===== src/hdl/brm_pkg.sv =====
// Shared types, opcodes and helper functions for the bound-IP register machine.
`timescale 1ns / 1ps
`default_nettype none

package brm_pkg;

  localparam int NUM_REGS_DEF = 6;
  localparam int FUNC_W       = 4;
  localparam int DEST_W       = 3;
  localparam int OPND_W       = 32;
  localparam int DATA_W       = 64;
  localparam int BIND_W       = 3;
  localparam int PLEN_W       = 16;
  localparam int PADDR_W      = 3;
  localparam int PDATA_W      = 32;

  typedef enum logic [FUNC_W-1:0] {
    FN_ADDR = 4'd0,
    FN_ADDI = 4'd1,
    FN_MULR = 4'd2,
    FN_MULI = 4'd3,
    FN_BANR = 4'd4,
    FN_BANI = 4'd5,
    FN_BORR = 4'd6,
    FN_BORI = 4'd7,
    FN_SETR = 4'd8,
    FN_SETI = 4'd9,
    FN_GTIR = 4'd10,
    FN_GTRI = 4'd11,
    FN_GTRR = 4'd12,
    FN_EQIR = 4'd13,
    FN_EQRI = 4'd14,
    FN_EQRR = 4'd15
  } func_e;

  typedef struct packed {
    logic [BIND_W-1:0] ip_binding;
    logic [PLEN_W-1:0] prog_length;
  } cfg_t;

  typedef struct packed {
    logic wr;       // any register write this cycle
    logic bind_wr;  // ip_binding is being rewritten this cycle
  } cfg_evt_t;

  function automatic logic op_a_is_reg(input func_e f);
    logic r;
    case (f)
      FN_SETI, FN_GTIR, FN_EQIR: r = 1'b0;
      default:                   r = 1'b1;
    endcase
    return r;
  endfunction

  function automatic logic op_b_is_reg(input func_e f);
    logic r;
    case (f)
      FN_ADDR, FN_MULR, FN_BANR, FN_BORR,
      FN_GTIR, FN_GTRR, FN_EQIR, FN_EQRR: r = 1'b1;
      default:                            r = 1'b0;
    endcase
    return r;
  endfunction

  function automatic logic func_is_mul(input func_e f);
    logic r;
    case (f)
      FN_MULR, FN_MULI: r = 1'b1;
      default:          r = 1'b0;
    endcase
    return r;
  endfunction

endpackage

`default_nettype wire


===== src/hdl/brm_ram.sv =====
// Generic register-file RAM: one write port, two registered read ports.
`timescale 1ns / 1ps
`default_nettype none

module brm_ram #(
  parameter int WIDTH = 64,
  parameter int DEPTH = 6,
  localparam int AW = (DEPTH > 1) ? $clog2(DEPTH) : 1
) (
  input  wire logic             clk_i,
  input  wire logic             we_i,
  input  wire logic [AW-1:0]    waddr_i,
  input  wire logic [WIDTH-1:0] wdata_i,
  input  wire logic             re_i,
  input  wire logic [AW-1:0]    raddr_a_i,
  input  wire logic [AW-1:0]    raddr_b_i,
  output logic      [WIDTH-1:0] rdata_a_o,
  output logic      [WIDTH-1:0] rdata_b_o
);

  logic [WIDTH-1:0] mem_q [DEPTH];
  logic [WIDTH-1:0] rdata_a_q;
  logic [WIDTH-1:0] rdata_b_q;

  always_ff @(posedge clk_i) begin
    if (we_i) begin
      mem_q[waddr_i] <= wdata_i;
    end
    if (re_i) begin
      rdata_a_q <= mem_q[raddr_a_i];
      rdata_b_q <= mem_q[raddr_b_i];
    end
  end

  assign rdata_a_o = rdata_a_q;
  assign rdata_b_o = rdata_b_q;

endmodule

`default_nettype wire


===== src/hdl/brm_cfg.sv =====
// APB configuration registers: ip_binding and program_length.
`timescale 1ns / 1ps
`default_nettype none

module brm_cfg
  import brm_pkg::*;
(
  input  wire logic               clk_i,
  input  wire logic               rst_ni,
  input  wire logic               psel,
  input  wire logic               penable,
  input  wire logic               pwrite,
  input  wire logic [PADDR_W-1:0] paddr,
  input  wire logic [PDATA_W-1:0] pwdata,
  output logic      [PDATA_W-1:0] prdata,
  output logic                    pready,
  output cfg_t                    cfg_o,
  output cfg_evt_t                evt_o
);

  typedef enum logic {
    REG_IP_BINDING = 1'b0,
    REG_PROG_LEN   = 1'b1
  } reg_idx_e;

  cfg_t     cfg_q;
  logic     wr;
  reg_idx_e idx;

  assign pready = 1'b1;
  assign wr     = psel && penable && pwrite;
  assign idx    = reg_idx_e'(paddr[2]);

  always_ff @(posedge clk_i or negedge rst_ni) begin
    if (!rst_ni) begin
      cfg_q <= '0;
    end else if (wr) begin
      case (idx)
        REG_IP_BINDING: cfg_q.ip_binding  <= pwdata[BIND_W-1:0];
        REG_PROG_LEN:   cfg_q.prog_length <= pwdata[PLEN_W-1:0];
        default: ;
      endcase
    end
  end

  always_comb begin
    case (idx)
      REG_IP_BINDING: prdata = PDATA_W'(cfg_q.ip_binding);
      REG_PROG_LEN:   prdata = PDATA_W'(cfg_q.prog_length);
      default:        prdata = '0;
    endcase
  end

  assign cfg_o         = cfg_q;
  assign evt_o.wr      = wr;
  assign evt_o.bind_wr = wr && (idx == REG_IP_BINDING);

endmodule

`default_nettype wire


===== src/hdl/brm_alu.sv =====
// ALU with a three-step 32x32 multiply sequencer for 64-bit wrapping products.
`timescale 1ns / 1ps
`default_nettype none

module brm_alu
  import brm_pkg::*;
(
  input  wire logic              clk_i,
  input  wire logic              rst_ni,
  input  wire func_e             func_i,
  input  wire logic [DATA_W-1:0] va_i,
  input  wire logic [DATA_W-1:0] vb_i,
  input  wire logic              run_i,   // multiply in EX, not faulting
  input  wire logic              take_i,  // EX completes this cycle
  output logic      [DATA_W-1:0] res_o,
  output logic                   ready_o
);

  localparam int HW = DATA_W / 2;

  typedef enum logic [1:0] {
    STEP_LL   = 2'd0,
    STEP_LH   = 2'd1,
    STEP_HL   = 2'd2,
    STEP_DONE = 2'd3
  } step_e;

  step_e             step_q;
  step_e             step_d;
  logic [DATA_W-1:0] acc_q;
  logic [DATA_W-1:0] acc_d;
  logic [HW-1:0]     mx;
  logic [HW-1:0]     my;
  logic [DATA_W-1:0] prod;

  always_comb begin
    case (step_q)
      STEP_LL: begin mx = va_i[HW-1:0];      my = vb_i[HW-1:0];      end
      STEP_LH: begin mx = va_i[HW-1:0];      my = vb_i[DATA_W-1:HW]; end
      default: begin mx = va_i[DATA_W-1:HW]; my = vb_i[HW-1:0];      end
    endcase
  end

  always_comb begin
    case (step_q)
      STEP_LL: step_d = STEP_LH;
      STEP_LH: step_d = STEP_HL;
      default: step_d = STEP_DONE;
    endcase
  end

  assign prod = DATA_W'(mx) * DATA_W'(my);

  always_comb begin
    if (step_q == STEP_LL) begin
      acc_d = prod;
    end else begin
      acc_d = acc_q + {prod[HW-1:0], {HW{1'b0}}};
    end
  end

  always_ff @(posedge clk_i or negedge rst_ni) begin
    if (!rst_ni) begin
      step_q <= STEP_LL;
      acc_q  <= '0;
    end else if (take_i) begin
      step_q <= STEP_LL;
    end else if (run_i && step_q != STEP_DONE) begin
      step_q <= step_d;
      acc_q  <= acc_d;
    end
  end

  always_comb begin
    case (func_i)
      FN_ADDR, FN_ADDI:          res_o = va_i + vb_i;
      FN_MULR, FN_MULI:          res_o = acc_q;
      FN_BANR, FN_BANI:          res_o = va_i & vb_i;
      FN_BORR, FN_BORI:          res_o = va_i | vb_i;
      FN_SETR, FN_SETI:          res_o = va_i;
      FN_GTIR, FN_GTRI, FN_GTRR: res_o = DATA_W'($signed(va_i) > $signed(vb_i));
      FN_EQIR, FN_EQRI, FN_EQRR: res_o = DATA_W'(va_i == vb_i);
      default:                   res_o = '0;
    endcase
  end

  assign ready_o = !func_is_mul(func_i) || (step_q == STEP_DONE);

endmodule

`default_nettype wire


===== src/hdl/bound_ip_register_machine_unit.sv =====
// Top level of the register machine with a bound instruction pointer.
`timescale 1ns / 1ps
`default_nettype none

// Runs one instruction per input word on NUM_REGS signed 64-bit registers, one
// of which (ip_binding) mirrors the instruction pointer. A word is taken into
// an execute register while the register file RAM is read, and its result word
// lands in the output register when the execute stage completes. Add, logic,
// set and compare instructions sustain one word per cycle while the output is
// not stalled; back-to-back dependencies are forwarded. mulr and muli hold the
// execute stage until the sequencer is done: the 64-bit wrapping product is
// built from three partial products through a single 32x32 multiplier.
// Configuration writes stall input for their cycle; writing ip_binding also
// flushes the old bound register's value into the register file.
module bound_ip_register_machine_unit
  import brm_pkg::*;
#(
  parameter int NUM_REGS = NUM_REGS_DEF
) (
  input  wire logic                     clk_i,
  input  wire logic                     rst_ni,
  input  wire logic                     in_valid_i,
  output logic                          in_stall_o,
  input  wire logic        [FUNC_W-1:0] func_i,
  input  wire logic signed [OPND_W-1:0] operand_a_i,
  input  wire logic signed [OPND_W-1:0] operand_b_i,
  input  wire logic        [DEST_W-1:0] dest_reg_i,
  output logic                          out_valid_o,
  input  wire logic                     out_stall_i,
  output logic signed      [DATA_W-1:0] next_ip_o,
  output logic signed      [DATA_W-1:0] written_value_o,
  output logic                          halted_o,
  output logic                          fault_o,
  input  wire logic                     psel,
  input  wire logic                     penable,
  input  wire logic                     pwrite,
  input  wire logic       [PADDR_W-1:0] paddr,
  input  wire logic       [PDATA_W-1:0] pwdata,
  output logic            [PDATA_W-1:0] prdata,
  output logic                          pready
);

  localparam int AW = (NUM_REGS > 1) ? $clog2(NUM_REGS) : 1;

  cfg_t     cfg;
  cfg_evt_t cfg_evt;

  // execute stage
  logic              ex_valid_q;
  func_e             ex_func_q;
  logic [OPND_W-1:0] ex_op_a_q;
  logic [OPND_W-1:0] ex_op_b_q;
  logic [DEST_W-1:0] ex_dst_q;
  logic              a_vld_q, b_vld_q;
  logic              byp_a_hit_q, byp_b_hit_q;
  logic [DATA_W-1:0] byp_a_q, byp_b_q;
  logic [DATA_W-1:0] ram_a, ram_b;

  logic [DATA_W-1:0]   ip_q;
  logic                dirty_q;
  logic [NUM_REGS-1:0] reg_vld_q;

  logic              out_valid_q;
  logic [DATA_W-1:0] out_ip_q;
  logic [DATA_W-1:0] out_wv_q;
  logic              out_fault_q;

  logic              in_acc;
  logic [AW-1:0]     in_addr_a, in_addr_b;
  logic              vld_a_hit, vld_b_hit;
  logic              ex_fault, ex_done, ex_go, ex_wr;
  logic              alu_ready;
  logic [DATA_W-1:0] ra_val, rb_val, va, vb, res;
  logic [DATA_W-1:0] ip_next;
  logic              ram_we;
  logic [AW-1:0]     ram_waddr;
  logic [DATA_W-1:0] ram_wdata;
  logic              a_bad, b_bad, dst_bad, ipb_bad;

  brm_cfg u_cfg (
    .clk_i   (clk_i),
    .rst_ni  (rst_ni),
    .psel    (psel),
    .penable (penable),
    .pwrite  (pwrite),
    .paddr   (paddr),
    .pwdata  (pwdata),
    .prdata  (prdata),
    .pready  (pready),
    .cfg_o   (cfg),
    .evt_o   (cfg_evt)
  );

  // ---- input side ----
  assign in_stall_o = (ex_valid_q && !ex_go) || cfg_evt.wr;
  assign in_acc     = in_valid_i && !in_stall_o;
  assign in_addr_a  = AW'(operand_a_i);
  assign in_addr_b  = AW'(operand_b_i);

  always_comb begin
    vld_a_hit = 1'b0;
    vld_b_hit = 1'b0;
    for (int i = 0; i < NUM_REGS; i++) begin
      if (in_addr_a == AW'(i)) vld_a_hit = reg_vld_q[i];
      if (in_addr_b == AW'(i)) vld_b_hit = reg_vld_q[i];
    end
  end

  // ---- execute ----
  assign ipb_bad = 32'(cfg.ip_binding) >= 32'(NUM_REGS);
  assign dst_bad = 32'(ex_dst_q) >= 32'(NUM_REGS);
  assign a_bad   = op_a_is_reg(ex_func_q) &&
                   (ex_op_a_q[OPND_W-1] || (ex_op_a_q >= 32'(NUM_REGS)));
  assign b_bad   = op_b_is_reg(ex_func_q) &&
                   (ex_op_b_q[OPND_W-1] || (ex_op_b_q >= 32'(NUM_REGS)));
  assign ex_fault = ipb_bad || dst_bad || a_bad || b_bad;

  // the bound register always reads as the current pointer
  always_comb begin
    if (ex_op_a_q == 32'(cfg.ip_binding))   ra_val = ip_q;
    else if (byp_a_hit_q)                   ra_val = byp_a_q;
    else if (a_vld_q)                       ra_val = ram_a;
    else                                    ra_val = '0;
    if (ex_op_b_q == 32'(cfg.ip_binding))   rb_val = ip_q;
    else if (byp_b_hit_q)                   rb_val = byp_b_q;
    else if (b_vld_q)                       rb_val = ram_b;
    else                                    rb_val = '0;
  end

  assign va = op_a_is_reg(ex_func_q) ? ra_val : {{(DATA_W-OPND_W){ex_op_a_q[OPND_W-1]}}, ex_op_a_q};
  assign vb = op_b_is_reg(ex_func_q) ? rb_val : {{(DATA_W-OPND_W){ex_op_b_q[OPND_W-1]}}, ex_op_b_q};

  brm_alu u_alu (
    .clk_i   (clk_i),
    .rst_ni  (rst_ni),
    .func_i  (ex_func_q),
    .va_i    (va),
    .vb_i    (vb),
    .run_i   (ex_valid_q && !ex_fault && func_is_mul(ex_func_q)),
    .take_i  (ex_go),
    .res_o   (res),
    .ready_o (alu_ready)
  );

  assign ex_done = ex_fault || alu_ready;
  assign ex_go   = ex_valid_q && ex_done && (!out_valid_q || !out_stall_i);
  assign ex_wr   = ex_go && !ex_fault;
  assign ip_next = ((ex_dst_q == cfg.ip_binding) ? res : ip_q) + DATA_W'(1);

  // ---- register file ----
  assign ram_we    = ex_wr || (cfg_evt.bind_wr && dirty_q);
  assign ram_waddr = ex_wr ? AW'(ex_dst_q) : AW'(cfg.ip_binding);
  assign ram_wdata = ex_wr ? res : (ip_q - DATA_W'(1));

  brm_ram #(
    .WIDTH (DATA_W),
    .DEPTH (NUM_REGS)
  ) u_regs (
    .clk_i     (clk_i),
    .we_i      (ram_we),
    .waddr_i   (ram_waddr),
    .wdata_i   (ram_wdata),
    .re_i      (in_acc),
    .raddr_a_i (in_addr_a),
    .raddr_b_i (in_addr_b),
    .rdata_a_o (ram_a),
    .rdata_b_o (ram_b)
  );

  // ---- control state ----
  always_ff @(posedge clk_i or negedge rst_ni) begin
    if (!rst_ni) begin
      ex_valid_q  <= 1'b0;
      ip_q        <= '0;
      dirty_q     <= 1'b0;
      reg_vld_q   <= '0;
      out_valid_q <= 1'b0;
    end else begin
      if (in_acc) begin
        ex_valid_q <= 1'b1;
      end else if (ex_go) begin
        ex_valid_q <= 1'b0;
      end
      if (ex_wr) begin
        ip_q    <= ip_next;
        dirty_q <= 1'b1;
      end else if (cfg_evt.bind_wr) begin
        dirty_q <= 1'b0;
      end
      for (int i = 0; i < NUM_REGS; i++) begin
        if (ram_we && ram_waddr == AW'(i)) reg_vld_q[i] <= 1'b1;
      end
      if (ex_go) begin
        out_valid_q <= 1'b1;
      end else if (!out_stall_i) begin
        out_valid_q <= 1'b0;
      end
    end
  end

  // ---- payload ----
  always_ff @(posedge clk_i) begin
    if (in_acc) begin
      ex_func_q   <= func_e'(func_i);
      ex_op_a_q   <= operand_a_i;
      ex_op_b_q   <= operand_b_i;
      ex_dst_q    <= dest_reg_i;
      a_vld_q     <= vld_a_hit;
      b_vld_q     <= vld_b_hit;
      byp_a_hit_q <= ex_wr && (AW'(ex_dst_q) == in_addr_a);
      byp_b_hit_q <= ex_wr && (AW'(ex_dst_q) == in_addr_b);
      byp_a_q     <= res;
      byp_b_q     <= res;
    end
    if (ex_go) begin
      out_ip_q    <= ex_fault ? ip_q : ip_next;
      out_wv_q    <= ex_fault ? '0 : res;
      out_fault_q <= ex_fault;
    end
  end

  assign out_valid_o     = out_valid_q;
  assign next_ip_o       = out_ip_q;
  assign written_value_o = out_wv_q;
  assign fault_o         = out_fault_q;
  assign halted_o        = out_ip_q[DATA_W-1] || (out_ip_q[DATA_W-2:PLEN_W] != '0) ||
                           (out_ip_q[PLEN_W-1:0] >= cfg.prog_length);

endmodule

`default_nettype wire


===== config.mk =====
export PLATFORM = sky130hd
export DESIGN_NAME = bound_ip_register_machine_unit
export DESIGN_NICKNAME = d
export VERILOG_FILES = /design/src/hdl/brm_pkg.sv /design/src/hdl/brm_ram.sv /design/src/hdl/brm_cfg.sv /design/src/hdl/brm_alu.sv /design/src/hdl/bound_ip_register_machine_unit.sv
export SDC_FILE = /design/constraint.sdc
export NUM_CORES = 2
export LEC_CHECK = 0
export BUFFER_PORTS_ARGS = -buffer_cell sky130_fd_sc_hd__buf_2
export CAP_MARGIN = 10
export CORE_MARGIN = 3
export CORE_UTILIZATION = 50
export DETAILED_ROUTE_END_ITERATION = 6
export PLACE_DENSITY = 0.66
export SLEW_MARGIN = 20
export SYNTH_ARGS = -nofsm -noshare
export SYNTH_HDL_FRONTEND = slang
export SYNTH_SLANG_ARGS = --single-unit

===== constraint.sdc =====
create_clock -name clk_i -period 12.6 [get_ports clk_i]
set_input_delay 1.26 -clock clk_i [delete_from_list [all_inputs] [get_ports clk_i]]
set_output_delay 1.26 -clock clk_i [all_outputs]
set_load 0.03 [all_outputs]

==> impl_metrics.toml <==
[synth]
syn_inst = 9493
synth_area_leaders = "edfxtp_1 (26%), fa_1 (20%), ha_1 (7.0%)"
synth_area_per_cell_um2 = 9.534
synthArstFlopShare_pct = 16.83
synth_seq_cells = 939
synth.top_cell.area_share_pct = 25.88
ys_types = 106
ys_seq_area_share_pct = 30.27
synth_warnings = 0
yosysTopAreaCell = "edfxtp_1"
synth_edf_count = 780
ys.flop_type = "edfxtp_1"
syn_area_mm2 = 0.09051

[grt]
grt_first_pass_wirelength_um = 518400
grt_max_degree = 122
antenna_found_initial = 11
grt_overflow_total = 0
first_global_vias = 75650
grt_usage_pct = 38.26

[cts]
h-tree-depth = 3
cts_made_buffers = 95
hold_buffers = 0
cts_tree = "done"
clk_path_buf_depth = 3
cts_root_buf = "clkbuf_16"
path_clk_slew_ns = 0.08
clkSinkCount = 939
worstSkewPairLatency_ns = 0.74

[setup_path]
critPathMaxStageDelay_ns = 0.58
cpMaxStageDelayCell = "a2111oi_0"
rrSetupSlack_ns = 0.21
worstSetupPathType = "flip-flop to flip-flop"
worst_ep_arrival_time_ns = 12.98
required_ns = 13.19
worstSetupStartpointType = "flip-flop"
crit_top_cell = "fa_1"
worst_setup_path_end_kind = "flip-flop"
crit_fanout = 13

[timing]
setup_tns_ns = 0
setup_viol = 0
whs_ns = 0.5045
fin_ws_ns = 0.2111
slew_headroom_pct = 16.96
rsz0062_at_grt = "no"
hold_viol = 0
drv_slew = 0
fin_crit_sh_pct = 98.32
finalClockSkew_ns = 0.04672
worst_slew_pin_slew_ns = 1.229
fin_crit_ns = 12.39
clock.fmax_mhz = 80.72

[routing]
vias_per_cell = 6.190
drtIter0Drc = 8794
drt_wl_total_um = 358400
first_pass_iters = 7
final_antenna_net_count = 0
drc = 0
post_drt_wl_per_cell_um = 29.19
vias = 76000

[place]
hpwl_um = 285300
dp_slack_ns = 0.5005
gp_congestion = 1.018
io_buffers = 242

[floorplan]
core-area_mm2 = 0.1792
dieArea_mm2 = 0.1862
rows = 155
die_x_um = 431.5
io_pins = 278
fp.dieH_um = 431.5
initial_core_util_pct = 50.51

[run_status]
status = "complete, no violations"

[cells_and_area]
multi_input_area_mm2 = 0.05680
drive_gt1_share_pct = 14.31
nets = 11360
area_growth_pct = 11.58
nFillCells = 15780
regArea_mm2 = 0.02740

[job]
max_cap_viol_count = 0

[hold_path]
hp-class = "flip-flop to flip-flop"
## synthesized netlist by cell type (all sizes together), types with 88 or more instances
cell    number
nor2       945
inv       1128
xor2        95
ha         506
mux2i      197
mux2       124
fa         898
a22oi       91
mux4       130
buf        160
nand3       88
edfxtp     780
o21ai      457
a21oi      524
xnor2      139
nor3       105
clkbuf     473
nand2     1389
dfrtp      158
## cells by family (layout without fill, tap and decap cells)
family | after synthesis | in the layout | synth area share [%]
and+or+nand+nor | 2994 | 2994 | 14.28
buffers and inverters | 1763 | 2173 | 7.533
AOI/OAI and AO/OA | 1706 | 1706 | 11.82
adders and majority gates | 1404 | 1404 | 26.86
DFF | 939 | 939 | 30.27
muxes | 451 | 451 | 6.956
xor gates and xnor gates | 234 | 234 | 2.273
other | 2 | 21 | 0.008298
## placed cells by master, fill, tap and decap left out, drive strengths merged, types with 75 or more instances in the layout
| master | Yosys | layout |
|---|---|---|
| clkbuf | 473 | 111 |
| o21ai | 457 | 457 |
| mux2i | 197 | 197 |
| and2 | 76 | 76 |
| fa | 898 | 898 |
| xnor2 | 139 | 139 |
| inv | 1128 | 1136 |
| nand3 | 88 | 88 |
| mux4 | 130 | 130 |
| nor3 | 105 | 105 |
| ha | 506 | 506 |
| buf | 160 | 863 |
| nor4 | 75 | 75 |
| mux2 | 124 | 124 |
| nand2 | 1389 | 1389 |
| a21o | 87 | 87 |
| xor2 | 95 | 95 |
| a22oi | 91 | 91 |
| a21oi | 524 | 524 |
| edfxtp | 780 | 780 |
| nor2 | 945 | 945 |
| dfrtp | 158 | 158 |
## registers in the layout, summed over array words and instances, names as in the netlist, 2 cells and up, named ones only
name / count
ip_q: 64
ex_dst_q: 3
byp_b_q: 64
u_cfg.cfg_o: 19
u_alu.acc_q: 64
u_regs.mem_q: 384
next_ip_o: 64
u_alu.step_q: 2
ex_func_q: 4
u_regs.rdata_a_o: 64
ex_op_b_q: 32
u_regs.rdata_b_o: 64
ex_op_a_q: 32
written_value_o: 64
reg_vld_q: 6
## metrics by stage
stage	instances	utilization, %	area [µm²]
floorplan	9508	-	90560
global placement	12100	54.57	97790
detailed placement	12100	54.58	97800
CTS	12270	56.33	100900
global route	12270	56.35	101000
finish	12280	56.36	101000
## worst max-delay path, delay by kind of cell, from the launching register on
kind	cells	cell delay (ns)
AO/OA/AOI/OAI	14	3.23
buffers and inverters	8	1.43
AND/OR/NAND/NOR	10	2.48
adder cells (fa/ha/maj)	10	4.26
flip-flops	1	0.46
XOR/XNOR	2	0.33
## final cells by class
class / instances / area share (%)
multi-input combinational: 6806 / 56.24
sequential: 939 / 27.13
timing repair buffer: 866 / 6.382
inverter: 1130 / 4.210
tap: 2355 / 2.918
clock buffer: 108 / 2.444
clock inverter: 69 / 0.6604
antenna: 4 / 0.009912
## worst paths after layout
path / start / to / depth (start not counted)
worst max-delay path: ex_op_a_q[4] / u_alu.acc_q[62] / 44
worst min-delay path: reg_vld_q[0] / reg_vld_q[0] / 1
worst max register to register: ex_op_a_q[4] / u_alu.acc_q[62] / 44
worst min register to register: reg_vld_q[0] / reg_vld_q[0] / 1
max in group asynchronous: rst_ni / u_alu.step_q[1] / 3
min in group asynchronous: rst_ni / ip_q[18] / 1
## layer usage
| layer | vias to the layer above | wire length, µm | global-route usage (%) |
|---|---|---|---|
| li1 | 32640 | - | - |
| met1 | 38300 | 137000 | 50.15 |
| met2 | 4203 | 159900 | 59.10 |
| met3 | 850 | 34820 | 7.315 |
| met4 | 14 | 26550 | 23.15 |
| met5 | - | 100 | 0 |
## repair_timing
item | 4_1_cts | 5_1_grt
endpoints found under the setup margin | 0 | 10
resized for setup | 0 | 8
buffers inserted | 0 | 0
Power is not shown: default switching activity piles up to over one toggle a cycle in this logic, so the estimate is an artifact.
